$ cat src/hdl/tgcm_pkg.sv
// ----------------------------------------------------------------------------
// tgcm_pkg
// Shared types and constants for the tile grid collision map.
// ----------------------------------------------------------------------------
package tgcm_pkg;

  // Signed coordinate width: holds pixel edges up to 64 tiles of 64 pixels.
  localparam int COORD_W = 14;

  // Reciprocal shift of the divide-by-tile unit, exact for |n| < 2**13, tile <= 64.
  localparam int DIV_SH = 20;

  localparam int ROW_BITS_W = 16;

  localparam logic [2:0] CMD_LOAD       = 3'd0;
  localparam logic [2:0] CMD_CLEAR      = 3'd1;
  localparam logic [2:0] CMD_QUERY_PT   = 3'd2;
  localparam logic [2:0] CMD_QUERY_RECT = 3'd3;
  localparam logic [2:0] CMD_MARK_PT    = 3'd4;
  localparam logic [2:0] CMD_MARK_RECT  = 3'd5;

  typedef enum logic [2:0] {
    ST_IDLE,
    ST_DIV,
    ST_SETUP,
    ST_WALK,
    ST_FINISH
  } state_e;

  typedef logic signed [COORD_W-1:0] coord_t;

endpackage

$ cat src/hdl/tile_grid_collision_map.sv
// ----------------------------------------------------------------------------
// tile_grid_collision_map
// Static and dynamic tile occupancy maps with point and rectangle queries.
// ----------------------------------------------------------------------------
// Input channel: in_valid_i / in_stall_o carries one command request with its
// coordinates, sizes and row bits. Output channel: out_valid_o / out_stall_i
// carries one hit flag per request, 0 for every non-query command.
// One request is worked on at a time; in_stall_o is high while it runs.
// Each request passes through these states before its result is registered:
//   load, clear, unused codes : set-up, finish
//   point query / mark        : divide, set-up, walk, finish; the walk is
//                               skipped when the point lies off the map
//   rectangle query / mark    : divide, set-up, walk of each map row
//                               covered, finish; no row is walked for an
//                               empty rectangle, a query that leaves the map
//                               or a mark clipped away.
// The divide step uses the shared reciprocal multiplier, which converts four
// pixel edges to tiles one per cycle, and the walk uses the single map row
// port, which it reads or updates one row per cycle.
// The result sits in an output register, so a new request is taken while
// the receiver stalls; a finished request then waits until the register
// frees up. Reset clears both maps and all control state at once.
// ----------------------------------------------------------------------------
module tile_grid_collision_map #(
  parameter int MAP_COLS    = 16,
  parameter int MAP_ROWS    = 12,
  parameter int TILE_PIXELS = 16
) (
  input  logic                clk_i,
  input  logic                rst_ni,
  input  logic                in_valid_i,
  output logic                in_stall_o,
  input  logic [2:0]          command_i,
  input  logic signed [10:0]  pos_x_i,
  input  logic signed [10:0]  pos_y_i,
  input  logic [8:0]          rect_width_i,
  input  logic [8:0]          rect_height_i,
  input  logic [15:0]         row_bits_i,
  output logic                out_valid_o,
  input  logic                out_stall_i,
  output logic                hit_o
);

  localparam int CW = tgcm_pkg::COORD_W;
  localparam int MW = CW - 1;
  localparam int RW = (MAP_ROWS > 1) ? $clog2(MAP_ROWS) : 1;
  localparam int RECIP_W = tgcm_pkg::DIV_SH + 1;
  localparam logic [RECIP_W-1:0] RECIP =
      RECIP_W'((2**tgcm_pkg::DIV_SH + TILE_PIXELS - 1) / TILE_PIXELS);

  localparam tgcm_pkg::coord_t COLS_S    = CW'(MAP_COLS);
  localparam tgcm_pkg::coord_t ROWS_S    = CW'(MAP_ROWS);
  localparam tgcm_pkg::coord_t COL_MAX_S = CW'(MAP_COLS - 1);
  localparam tgcm_pkg::coord_t ROW_MAX_S = CW'(MAP_ROWS - 1);
  localparam tgcm_pkg::coord_t COL_PIX_S = CW'(MAP_COLS * TILE_PIXELS);
  localparam tgcm_pkg::coord_t ROW_PIX_S = CW'(MAP_ROWS * TILE_PIXELS);
  localparam tgcm_pkg::coord_t ZERO_S    = '0;

  tgcm_pkg::state_e state_q, state_d;

  logic [2:0]                     cmd_q;
  tgcm_pkg::coord_t               x_q, y_q, r_q, b_q;
  logic                           empty_q;
  logic [tgcm_pkg::ROW_BITS_W-1:0] row_bits_q;

  tgcm_pkg::coord_t tile_q [4];
  logic [1:0]       div_cnt_q, div_cnt_d;

  logic [RW-1:0]       row_q, row_d, last_q, last_d;
  logic [MAP_COLS-1:0] mask_q, mask_d;
  logic                hit_q, hit_d;
  logic                out_valid_q, out_valid_d, out_hit_q, out_hit_d;

  logic [MAP_COLS-1:0] stat_q [MAP_ROWS];
  logic [MAP_COLS-1:0] dyn_q  [MAP_ROWS];

  logic accept, ld_en, clr_en, mark_en, finish_fire;
  logic is_query;

  // ------------------------------------------------------------------------
  // Request capture
  // ------------------------------------------------------------------------
  tgcm_pkg::coord_t x_ext, y_ext, w_ext, h_ext, r_in, b_in;
  logic             pt_cmd_in;

  always_comb begin
    x_ext     = {{(CW-11){pos_x_i[10]}}, pos_x_i};
    y_ext     = {{(CW-11){pos_y_i[10]}}, pos_y_i};
    w_ext     = {{(CW-9){1'b0}}, rect_width_i};
    h_ext     = {{(CW-9){1'b0}}, rect_height_i};
    pt_cmd_in = (command_i == tgcm_pkg::CMD_QUERY_PT) ||
                (command_i == tgcm_pkg::CMD_MARK_PT);
    // Point commands reuse the edge path with the far edge on the point.
    r_in      = pt_cmd_in ? x_ext : x_ext + w_ext - CW'(1);
    b_in      = pt_cmd_in ? y_ext : y_ext + h_ext - CW'(1);
  end

  assign accept = in_valid_i && !in_stall_o;

  always_ff @(posedge clk_i) begin
    if (accept) begin
      cmd_q      <= command_i;
      x_q        <= x_ext;
      y_q        <= y_ext;
      r_q        <= r_in;
      b_q        <= b_in;
      empty_q    <= (rect_width_i == '0) || (rect_height_i == '0);
      row_bits_q <= row_bits_i;
    end
  end

  // ------------------------------------------------------------------------
  // Shared divide-by-tile unit: reciprocal multiply on the magnitude
  // ------------------------------------------------------------------------
  tgcm_pkg::coord_t       div_op, div_res;
  logic                   div_neg;
  logic [MW-1:0]          div_mag, div_quo;
  logic [MW+RECIP_W-1:0]  div_prod;

  always_comb begin
    case (div_cnt_q)
      2'd0:    div_op = x_q;
      2'd1:    div_op = r_q;
      2'd2:    div_op = y_q;
      default: div_op = b_q;
    endcase
    div_neg  = div_op[CW-1];
    div_mag  = div_neg ? MW'(-div_op) : MW'(div_op);
    div_prod = {{RECIP_W{1'b0}}, div_mag} * {{MW{1'b0}}, RECIP};
    div_quo  = div_prod[tgcm_pkg::DIV_SH +: MW];
    // Truncate toward zero: negate the quotient of the magnitude.
    div_res  = div_neg ? -{1'b0, div_quo} : {1'b0, div_quo};
  end

  always_ff @(posedge clk_i) begin
    if (state_q == tgcm_pkg::ST_DIV) begin
      tile_q[div_cnt_q] <= div_res;
    end
  end

  // ------------------------------------------------------------------------
  // Set-up: bounds, clipping and column mask
  // ------------------------------------------------------------------------
  tgcm_pkg::coord_t lt_c, rt_c, tt_c, bt_c;
  logic             pt_in_map, rect_out, clip_empty;
  logic [MAP_COLS-1:0] span;

  always_comb begin
    lt_c = tile_q[0][CW-1] ? ZERO_S : tile_q[0];
    rt_c = (tile_q[1] > COL_MAX_S) ? COL_MAX_S : tile_q[1];
    tt_c = tile_q[2][CW-1] ? ZERO_S : tile_q[2];
    bt_c = (tile_q[3] > ROW_MAX_S) ? ROW_MAX_S : tile_q[3];
    pt_in_map = !tile_q[0][CW-1] && (tile_q[0] < COLS_S) &&
                !tile_q[2][CW-1] && (tile_q[2] < ROWS_S);
    rect_out  = x_q[CW-1] || y_q[CW-1] || (r_q >= COL_PIX_S) || (b_q >= ROW_PIX_S);
    clip_empty = (lt_c > rt_c) || (tt_c > bt_c);
    for (int c = 0; c < MAP_COLS; c++) begin
      span[c] = (lt_c <= CW'(c)) && (rt_c >= CW'(c));
    end
  end

  assign is_query = (cmd_q == tgcm_pkg::CMD_QUERY_PT) ||
                    (cmd_q == tgcm_pkg::CMD_QUERY_RECT);

  // ------------------------------------------------------------------------
  // Sequencer
  // ------------------------------------------------------------------------
  logic [MAP_COLS-1:0] row_data;

  assign row_data = stat_q[row_q] | dyn_q[row_q];

  always_ff @(posedge clk_i or negedge rst_ni) begin
    if (!rst_ni) begin
      state_q     <= tgcm_pkg::ST_IDLE;
      div_cnt_q   <= '0;
      row_q       <= '0;
      last_q      <= '0;
      mask_q      <= '0;
      hit_q       <= 1'b0;
      out_valid_q <= 1'b0;
      out_hit_q   <= 1'b0;
    end else begin
      state_q     <= state_d;
      div_cnt_q   <= div_cnt_d;
      row_q       <= row_d;
      last_q      <= last_d;
      mask_q      <= mask_d;
      hit_q       <= hit_d;
      out_valid_q <= out_valid_d;
      out_hit_q   <= out_hit_d;
    end
  end

  always_comb begin
    state_d     = state_q;
    div_cnt_d   = div_cnt_q;
    row_d       = row_q;
    last_d      = last_q;
    mask_d      = mask_q;
    hit_d       = hit_q;
    ld_en       = 1'b0;
    clr_en      = 1'b0;
    mark_en     = 1'b0;
    finish_fire = 1'b0;
    out_valid_d = out_valid_q && out_stall_i;
    out_hit_d   = out_hit_q;

    unique case (state_q)
      tgcm_pkg::ST_IDLE: begin
        if (accept) begin
          hit_d     = 1'b0;
          div_cnt_d = '0;
          if ((command_i == tgcm_pkg::CMD_QUERY_PT) ||
              (command_i == tgcm_pkg::CMD_QUERY_RECT) ||
              (command_i == tgcm_pkg::CMD_MARK_PT) ||
              (command_i == tgcm_pkg::CMD_MARK_RECT)) begin
            state_d = tgcm_pkg::ST_DIV;
          end else begin
            state_d = tgcm_pkg::ST_SETUP;
          end
        end
      end

      tgcm_pkg::ST_DIV: begin
        div_cnt_d = div_cnt_q + 2'd1;
        if (div_cnt_q == 2'd3) begin
          state_d = tgcm_pkg::ST_SETUP;
        end
      end

      tgcm_pkg::ST_SETUP: begin
        state_d = tgcm_pkg::ST_FINISH;
        row_d   = tt_c[RW-1:0];
        last_d  = bt_c[RW-1:0];
        mask_d  = span;
        unique case (cmd_q) inside
          tgcm_pkg::CMD_LOAD: begin
            ld_en = !y_q[CW-1] && (y_q < ROWS_S);
          end
          tgcm_pkg::CMD_CLEAR: begin
            clr_en = 1'b1;
          end
          tgcm_pkg::CMD_QUERY_PT, tgcm_pkg::CMD_MARK_PT: begin
            if (pt_in_map) begin
              state_d = tgcm_pkg::ST_WALK;
            end else begin
              hit_d = is_query;
            end
          end
          tgcm_pkg::CMD_QUERY_RECT: begin
            if (!empty_q) begin
              if (rect_out) begin
                hit_d = 1'b1;
              end else begin
                state_d = tgcm_pkg::ST_WALK;
              end
            end
          end
          tgcm_pkg::CMD_MARK_RECT: begin
            if (!empty_q && !clip_empty) begin
              state_d = tgcm_pkg::ST_WALK;
            end
          end
          default: begin
          end
        endcase
      end

      tgcm_pkg::ST_WALK: begin
        if (is_query) begin
          hit_d = hit_q | (|(row_data & mask_q));
        end else begin
          mark_en = 1'b1;
        end
        if (row_q == last_q) begin
          state_d = tgcm_pkg::ST_FINISH;
        end else begin
          row_d = row_q + RW'(1);
        end
      end

      tgcm_pkg::ST_FINISH: begin
        // Hold until the output register is free.
        if (!out_valid_q || !out_stall_i) begin
          finish_fire = 1'b1;
          out_valid_d = 1'b1;
          out_hit_d   = hit_q;
          state_d     = tgcm_pkg::ST_IDLE;
        end
      end

      default: begin
        state_d = tgcm_pkg::ST_IDLE;
      end
    endcase
  end

  // ------------------------------------------------------------------------
  // Occupancy maps
  // ------------------------------------------------------------------------
  logic [63:0]         row_wide;
  logic [MAP_COLS-1:0] load_row;
  logic [RW-1:0]       load_idx;

  assign row_wide = {{(64-tgcm_pkg::ROW_BITS_W){1'b0}}, row_bits_q};
  assign load_row = row_wide[MAP_COLS-1:0];
  assign load_idx = y_q[RW-1:0];

  always_ff @(posedge clk_i or negedge rst_ni) begin
    if (!rst_ni) begin
      for (int i = 0; i < MAP_ROWS; i++) begin
        stat_q[i] <= '0;
        dyn_q[i]  <= '0;
      end
    end else if (clr_en) begin
      for (int i = 0; i < MAP_ROWS; i++) begin
        stat_q[i] <= '0;
        dyn_q[i]  <= '0;
      end
    end else begin
      if (ld_en) begin
        stat_q[load_idx] <= load_row;
      end
      if (mark_en) begin
        dyn_q[row_q] <= dyn_q[row_q] | mask_q;
      end
    end
  end

  assign in_stall_o  = (state_q != tgcm_pkg::ST_IDLE);
  assign out_valid_o = out_valid_q;
  assign hit_o       = out_hit_q;

  // ------------------------------------------------------------------------
  // Assertions
  // ------------------------------------------------------------------------
  a_busy_after_accept: assert property (@(posedge clk_i) disable iff (!rst_ni)
    accept |=> in_stall_o)
    else $error("request accepted but block not busy");

  a_walk_in_range: assert property (@(posedge clk_i) disable iff (!rst_ni)
    (state_q == tgcm_pkg::ST_WALK) |-> (row_q <= last_q))
    else $error("row walk passed its last row");

  a_non_query_no_hit: assert property (@(posedge clk_i) disable iff (!rst_ni)
    (finish_fire && !is_query) |=> (out_valid_o && !hit_o))
    else $error("non-query request produced a hit");

  a_clear_empties: assert property (@(posedge clk_i) disable iff (!rst_ni)
    clr_en |=> ((stat_q[0] == '0) && (dyn_q[0] == '0)))
    else $error("clear left map bits set");

  a_result_held: assert property (@(posedge clk_i) disable iff (!rst_ni)
    (state_q == tgcm_pkg::ST_FINISH && out_valid_q && out_stall_i) |=>
      (state_q == tgcm_pkg::ST_FINISH && $stable(out_hit_q)))
    else $error("result overwritten while receiver stalled");

endmodule
$ cat config.mk
export PLATFORM = sky130hd
export DESIGN_NAME = tile_grid_collision_map
export DESIGN_NICKNAME = d
export VERILOG_FILES = /design/src/hdl/tgcm_pkg.sv /design/src/hdl/tile_grid_collision_map.sv
export SDC_FILE = /design/constraint.sdc
export NUM_CORES = 1
export LEC_CHECK = 0
export BUFFER_PORTS_ARGS = -buffer_cell sky130_fd_sc_hd__buf_2
export CAP_MARGIN = 20
export CORE_ASPECT_RATIO = 2
export CORE_MARGIN = 1
export CORE_UTILIZATION = 54
export CTS_CLUSTER_SIZE = 8
export DETAILED_ROUTE_END_ITERATION = 12
export PLACE_DENSITY = 0.75
export SLEW_MARGIN = 25
export SYNTH_ARGS = -nofsm -noshare
export SYNTH_HDL_FRONTEND = slang
export SYNTH_SLANG_ARGS = --single-unit
$ cat constraint.sdc
create_clock -name clk_i -period 4.63 [get_ports clk_i]
set_clock_uncertainty 0.05 [all_clocks]
set_input_delay 0.2315 -clock clk_i [delete_from_list [all_inputs] [get_ports clk_i]]
set_output_delay 0.2315 -clock clk_i [all_outputs]
set_load 0.05 [all_outputs]
After elaboration in Yosys (flattened, before gate mapping)

Memories as Yosys holds them, arrays and structs flattened.
Cells that the tools add are included.

Bitwise gates (word level): 6
Muxes and demuxes: 57
Add/sub/neg operators: 8
Reduce and logical (&&, ||, !) cells: 62
$lt $le $gt $ge: 45
Equality and inequality tests: 27

Operator list:

| kind                                                                   | count |
|---|---|
| 192-bit two-way mux                                                    | 4 |
| 192-bit bitwise mux                                                    | 2 |
| 16-bit binary-select mux with 4-bit select                             | 2 |
| 16-bit demux with 4-bit select                                         | 2 |
| 14-bit by 5-bit >= comparator with 1-bit output, second input constant | 8 |
| 13-bit by 4-bit <= comparator with 1-bit output, second input constant | 8 |
| 16-bit two-way mux                                                     | 6 |
| 14-bit two-way mux                                                     | 5 |
| 14-bit by 4-bit >= comparator with 1-bit output, second input constant | 4 |
| 13-bit by 3-bit <= comparator with 1-bit output, second input constant | 4 |
| 14-bit case mux with 3 select lines                                    | 1 |
| 13-bit two-way mux                                                     | 3 |
| 16-bit bitwise OR                                                      | 2 |
| 14-bit by 3-bit >= comparator with 1-bit output, second input constant | 2 |
| 14-bit > comparator                                                    | 2 |
| 14-bit by 5-bit > comparator with 1-bit output, second input constant  | 2 |
| 13-bit by 1-bit <= comparator with 1-bit output, second input constant | 2 |
| 13-bit by 2-bit <= comparator with 1-bit output, second input constant | 2 |
| 12-bit by 2-bit subtractor with 13-bit output, second input constant   | 2 |
| 1-bit logical AND                                                      | 25 |
| 11-bit by 10-bit adder with 12-bit output                              | 2 |
| 3-bit two-way mux                                                      | 8 |
| 3-bit by 2-bit == test with 1-bit output, second input constant        | 6 |
| 9-bit zero test                                                        | 2 |
| other kinds (45)                                                       | 99 |

Memories kept: 1
Logic and storage cells: 245
Output and inout bits: 3
Bits in writable memories: 56
Register bits after elaboration: 486
Input bits: 63

Memories:

| memory | words | width | rd ports | clocked after Yosys merged registers in | write ports | RTL line                      | source |
|---|---|---|---|---|---|---|---|
| tile_q | 4     | 14    | 4        | 0                                       | 1           | tile_grid_collision_map.sv:66 | `tgcm_pkg::coord_t tile_q [4];` |

Logic depth before layout (Yosys ltp)

Word-level depth: 10
Depth in mapped cells: 15
Gate-level depth less buffers: 14

Worst setup path before layout

OpenSTA, ideal clock, no wires.

Path type: reg2reg
Start point: register div_cnt_q[0]
End point: memory tile_q[0][6] in the netlist's numbering, data pin
Setup time: 0.278 ns
Cell stages (with the launch flop): 15
Required time: 4.302 ns
Path slack: 1.265 ns
Arrival: 3.037 ns
Period minus slack after synthesis: 3.365 ns
Path buffers: 3
Cell sequence: dfrtp_1 -> inv_1 -> ha_1 -> clkbuf_1 -> a221oi_1 -> nand2_1 -> o21ai_0 -> clkbuf_1 -> a21oi_1 -> xnor2_1 -> ha_1 -> clkbuf_1 -> and3b_1 -> and3_1 -> or3_1

Word-level cells in the longest chain between the ends: 6
Elaborated cells between the ends (all ways): 8
Classes of those cells: add/sub (2); eq/ne (2); mux (3); reduce/logical (1)

RTL lines:

| element                                 | RTL line                       | source |
|---|---|---|
| start, declared                         | tile_grid_collision_map.sv:67  | `logic [1:0] div_cnt_q, div_cnt_d;` |
| start signal, assigned                  | tile_grid_collision_map.sv:184 | `div_cnt_q <= div_cnt_d;` |
| 2-bit == test (tied with other cells)   | tile_grid_collision_map.sv:121 | `case (div_cnt_q)` |
| 14-bit case mux with 3 select lines (*) | tile_grid_collision_map.sv:121 |  |
| 13-bit negator                          | tile_grid_collision_map.sv:128 | `div_mag = div_neg ? MW'(-div_op) : MW'(div_op);` |
| 13-bit two-way mux                      | tile_grid_collision_map.sv:128 |  |
| 9-bit negator with 14-bit output        | tile_grid_collision_map.sv:132 | `div_res = div_neg ? -{1'b0, div_quo} : {1'b0, div_quo};` |
| 14-bit two-way mux (*)                  | tile_grid_collision_map.sv:132 |  |
| named net div_res[6]                    | tile_grid_collision_map.sv:115 | `tgcm_pkg::coord_t div_op, div_res;` |
| end, declared                           | tile_grid_collision_map.sv:66  |  |

The timed path passes the listed nets; every way through them passes the cells marked *.

Worst setup path in the final report

Start point: register div_cnt_q[0]
End point: memory tile_q[1][6] in the netlist's numbering, data pin

Word-level cells in the longest chain between the ends: 6
Elaborated cells between the ends (all ways): 8
Classes of those cells: add/sub (2); eq/ne (2); mux (3); reduce/logical (1)

RTL lines:

| element                                 | RTL line                       | source |
|---|---|---|
| 2-bit == test (tied with other cells)   | tile_grid_collision_map.sv:121 |  |
| 14-bit case mux with 3 select lines (*) | tile_grid_collision_map.sv:121 |  |
| 13-bit negator                          | tile_grid_collision_map.sv:128 |  |
| 13-bit two-way mux (*)                  | tile_grid_collision_map.sv:128 |  |
| named net div_mag[4]                    | tile_grid_collision_map.sv:117 | `logic [MW-1:0] div_mag, div_quo;` |
| 9-bit negator with 14-bit output (*)    | tile_grid_collision_map.sv:132 |  |
| 14-bit two-way mux (*)                  | tile_grid_collision_map.sv:132 |  |
| named net div_res[6]                    | tile_grid_collision_map.sv:115 |  |

Marks and branches as above.

==> metrics.txt <==
status=finished, final reports clean; number of synthesized register bits=540; Arr. time, crit path=3.93 ns; Syn Inst Count=roughly 2.7k; number of synthesized flops with an enable pin=124; vias=roughly 21k; Clock H-tree levels=3; row count=115; Ant. Diodes=0; Detailed Route WL=73900 µm; global-route wire length before repair=117000 µm; Async SR Flop Fraction=about 77%; Critical R2R Launch=div_cnt_q[0]; Worst setup endpoint=tile_q[1][6]; Reg2Reg Depth=13; Final TNS setup=0 ns; commonest non-fill, non-tap cell in the layout=nand2_1; CTS tree=done; drt pass-1 iters=6; starting density of the core=54.7%; CP Max Fanout=14; reg2reg end=tile_q[1][6]; post-route ant nets=0; via/cell ratio=6.29; Crit Path Class=reg2reg; share of cells above drive strength 1=12.3%; RSZ-0062 raised after global routing=no; I/O Buffers=between 60 and 70; Hold Vio Cnt, Final=0; post-CTS setup buffers=0; Seq/Total Area, Yosys=between 50% and 60%; DIE AREA=just over 50000 µm²; worst hold path type=in2reg; # DRC=0; GPL Wtd Cong=0.938; Worst Setup Start Kind=register; clk slew on worst S/H paths=0.05 ns; Rel. slew slack=22.0%; Avg WL per Cell=21.7 µm; Place WS=1.05 ns; antenna violations before repair=0; P_leak=12.8 nW; Synth Flop Type=dfrtp_1; Synth-to-Final Area Change=13.0%; IO Pins=66; CTS root buf=clkbuf_16; final setup vio count=0; Post-Syn Area=26800 µm²; syn_nets=2828; start point of the critical path=div_cnt_q[0]; maximum VDD drop=0.351 mV; dpl cell area=approximately 28000 µm²; Die Height=317 µm; Max Slew Vio Count=0; largest net degree at the start of global routing=between 100 and 150; clock buffer depth=3; Worst Path Required=slightly below 5 ns; Clock Latency Late Sink=between 0.6 and 0.7 ns; Tcrit/Tclk final=79.1%; Netlist cell types=between 70 and 80; crit end category=register; die width=roughly 160 µm; Core Area=49100 µm²; post-route design area=30300 µm²; number of max-cap violations=0; gr usage total=29.8%; # clock sinks=540; HPWL after DPL=49100 µm; post-route worst setup slack=slightly below 1 ns; Power Density=526 nW/µm²; reg-to-reg setup timing slack=0.97 ns; DR iter-0 viols=around 1.7k; worst-margin pin slew=1.16 ns; Num CTS Buffers=between 70 and 80; most frequent cells in the layout=547 x nand2_1, 414 x dfrtp_1, 255 x o21ai_0; Final #Nets=2873; Avg Cell Area, Syn=between 9 and 10 µm²; Syn. warnings=0; gr ovfl total=0; Final min period=between 3 and 4 ns; via count of the first global-routing pass=22.2k; fmax=0.273 GHz
-- Yosys cell counts (all sizes together), types with 16 or more instances --
cell type	n	share of area (%)
ha	72	3.4
xnor2	18	0.59
nor3	22	0.51
nor2b	42	1.0
dfrtp	416	39
mux2	16	0.67
a21oi	236	4.4
nand3	221	4.1
nand2	550	7.7
edfxtp	124	14
nand4	16	0.37
mux4	89	7.5
mux2i	18	0.67
buf	43	0.91
o21ai	256	4.8
nor2	92	1.4
inv	102	1.4
clkbuf	158	2.2
-- logic make-up after synthesis --
kind of cell               count (synthesis)  synth area share, %
muxes                                    123                 8.81
xor gates and xnor gates                  24                0.783
buffers and inverters                    304                 4.57
DFF                                      540                 52.7
and+or+nand+nor                         1006                 16.7
adders and majority gates                 74                 3.51
AOI/OAI and AO/OA                        620                 12.9
-- routing by layer --
metal	GRT usage [%]	vias up	share of wire (%)
met4	22.2	0	7.5
met3	4.62	317	6.2
met1	31.3	10513	34
met2	54.0	1027	52
met5	0	-	0
li1	-	9571	-
-- how the worst min path moves through the flow --
stage                          startpoint           end  slack [ns]  depth (start not counted)
after floorplan                    rst_ni  div_cnt_q[0]       -0.11                          0
after CTS                 rect_width_i[0]        r_q[0]        0.08                          4
after global routing      rect_width_i[0]        r_q[0]        0.11                          4
after global placement             rst_ni   stat_q[153]        0.31                          1
final                     rect_width_i[0]        r_q[0]        0.10                          4
after detailed placement           rst_ni   stat_q[185]        0.32                          1
-- stage by stage --
stage | utilization [%] | std cells | hold slack [ns] | power (mW)
global route | 61.8 | 3405 | 0.110 | 16.6
floorplan | - | 2691 | -0.114 | 9.29
CTS | 61.7 | 3404 | 0.0845 | 15.9
finish | 61.8 | 3405 | 0.102 | 16.0
global placement | 56.3 | 3252 | 0.307 | 10.6
detailed placement | 56.4 | 3252 | 0.323 | 10.8
-- power by group --
group	switching (mW)	total (mW)	internal, mW
Clock	2.03	5.11	3.08
Combinational	2.75	4.32	1.57
Sequential	0.810	6.53	5.72
Total	5.59	16.0	10.4
-- critical path: stages (launching register included) --
cell	delay, ns
dfrtp_1	0.42
inv_1	0.12
ha_1	0.38
a221oi_1	0.20
nand2_1	0.12
o21ai_0	0.08
buf_4	0.20
or2_2	0.31
xnor2_1	0.29
inv_1	0.08
ha_1	0.31
and3b_1	0.21
and3_1	0.18
or3_1	0.44
-- state kept, by name (all words and copies together) (netlist names) --
| name | flops |
|---|---|
| dyn_q | 192 |
| hit_o | 1 |
| empty_q | 1 |
| b_q | 13 |
| hit_q | 1 |
| state_q | 3 |
| out_valid_o | 1 |
| r_q | 13 |
| load_row | 16 |
| cmd_q | 3 |
| last_q | 4 |
| stat_q | 192 |
| mask_q | 16 |
| div_cnt_q | 2 |
| y_q | 11 |
| row_q | 4 |
| x_q | 11 |
| tile_q | 56 |
-- what timing repair did --
item,4_1_cts,5_1_grt
resized for setup,0,0
hold buffers,47,0
endpoints found under the hold margin,184,0
setup endpoints to repair,0,0
-- layout make-up --
class,instances,area [µm²]
inverters,103,387
clock inverters,5,101
flip-flops and latches,540,14100
repair buffers,167,1330
clock buffers,100,2060
well taps,643,805
fillers,3745,18700
multi-input cells,1847,11500
Power figures use the tool's default switching activity.
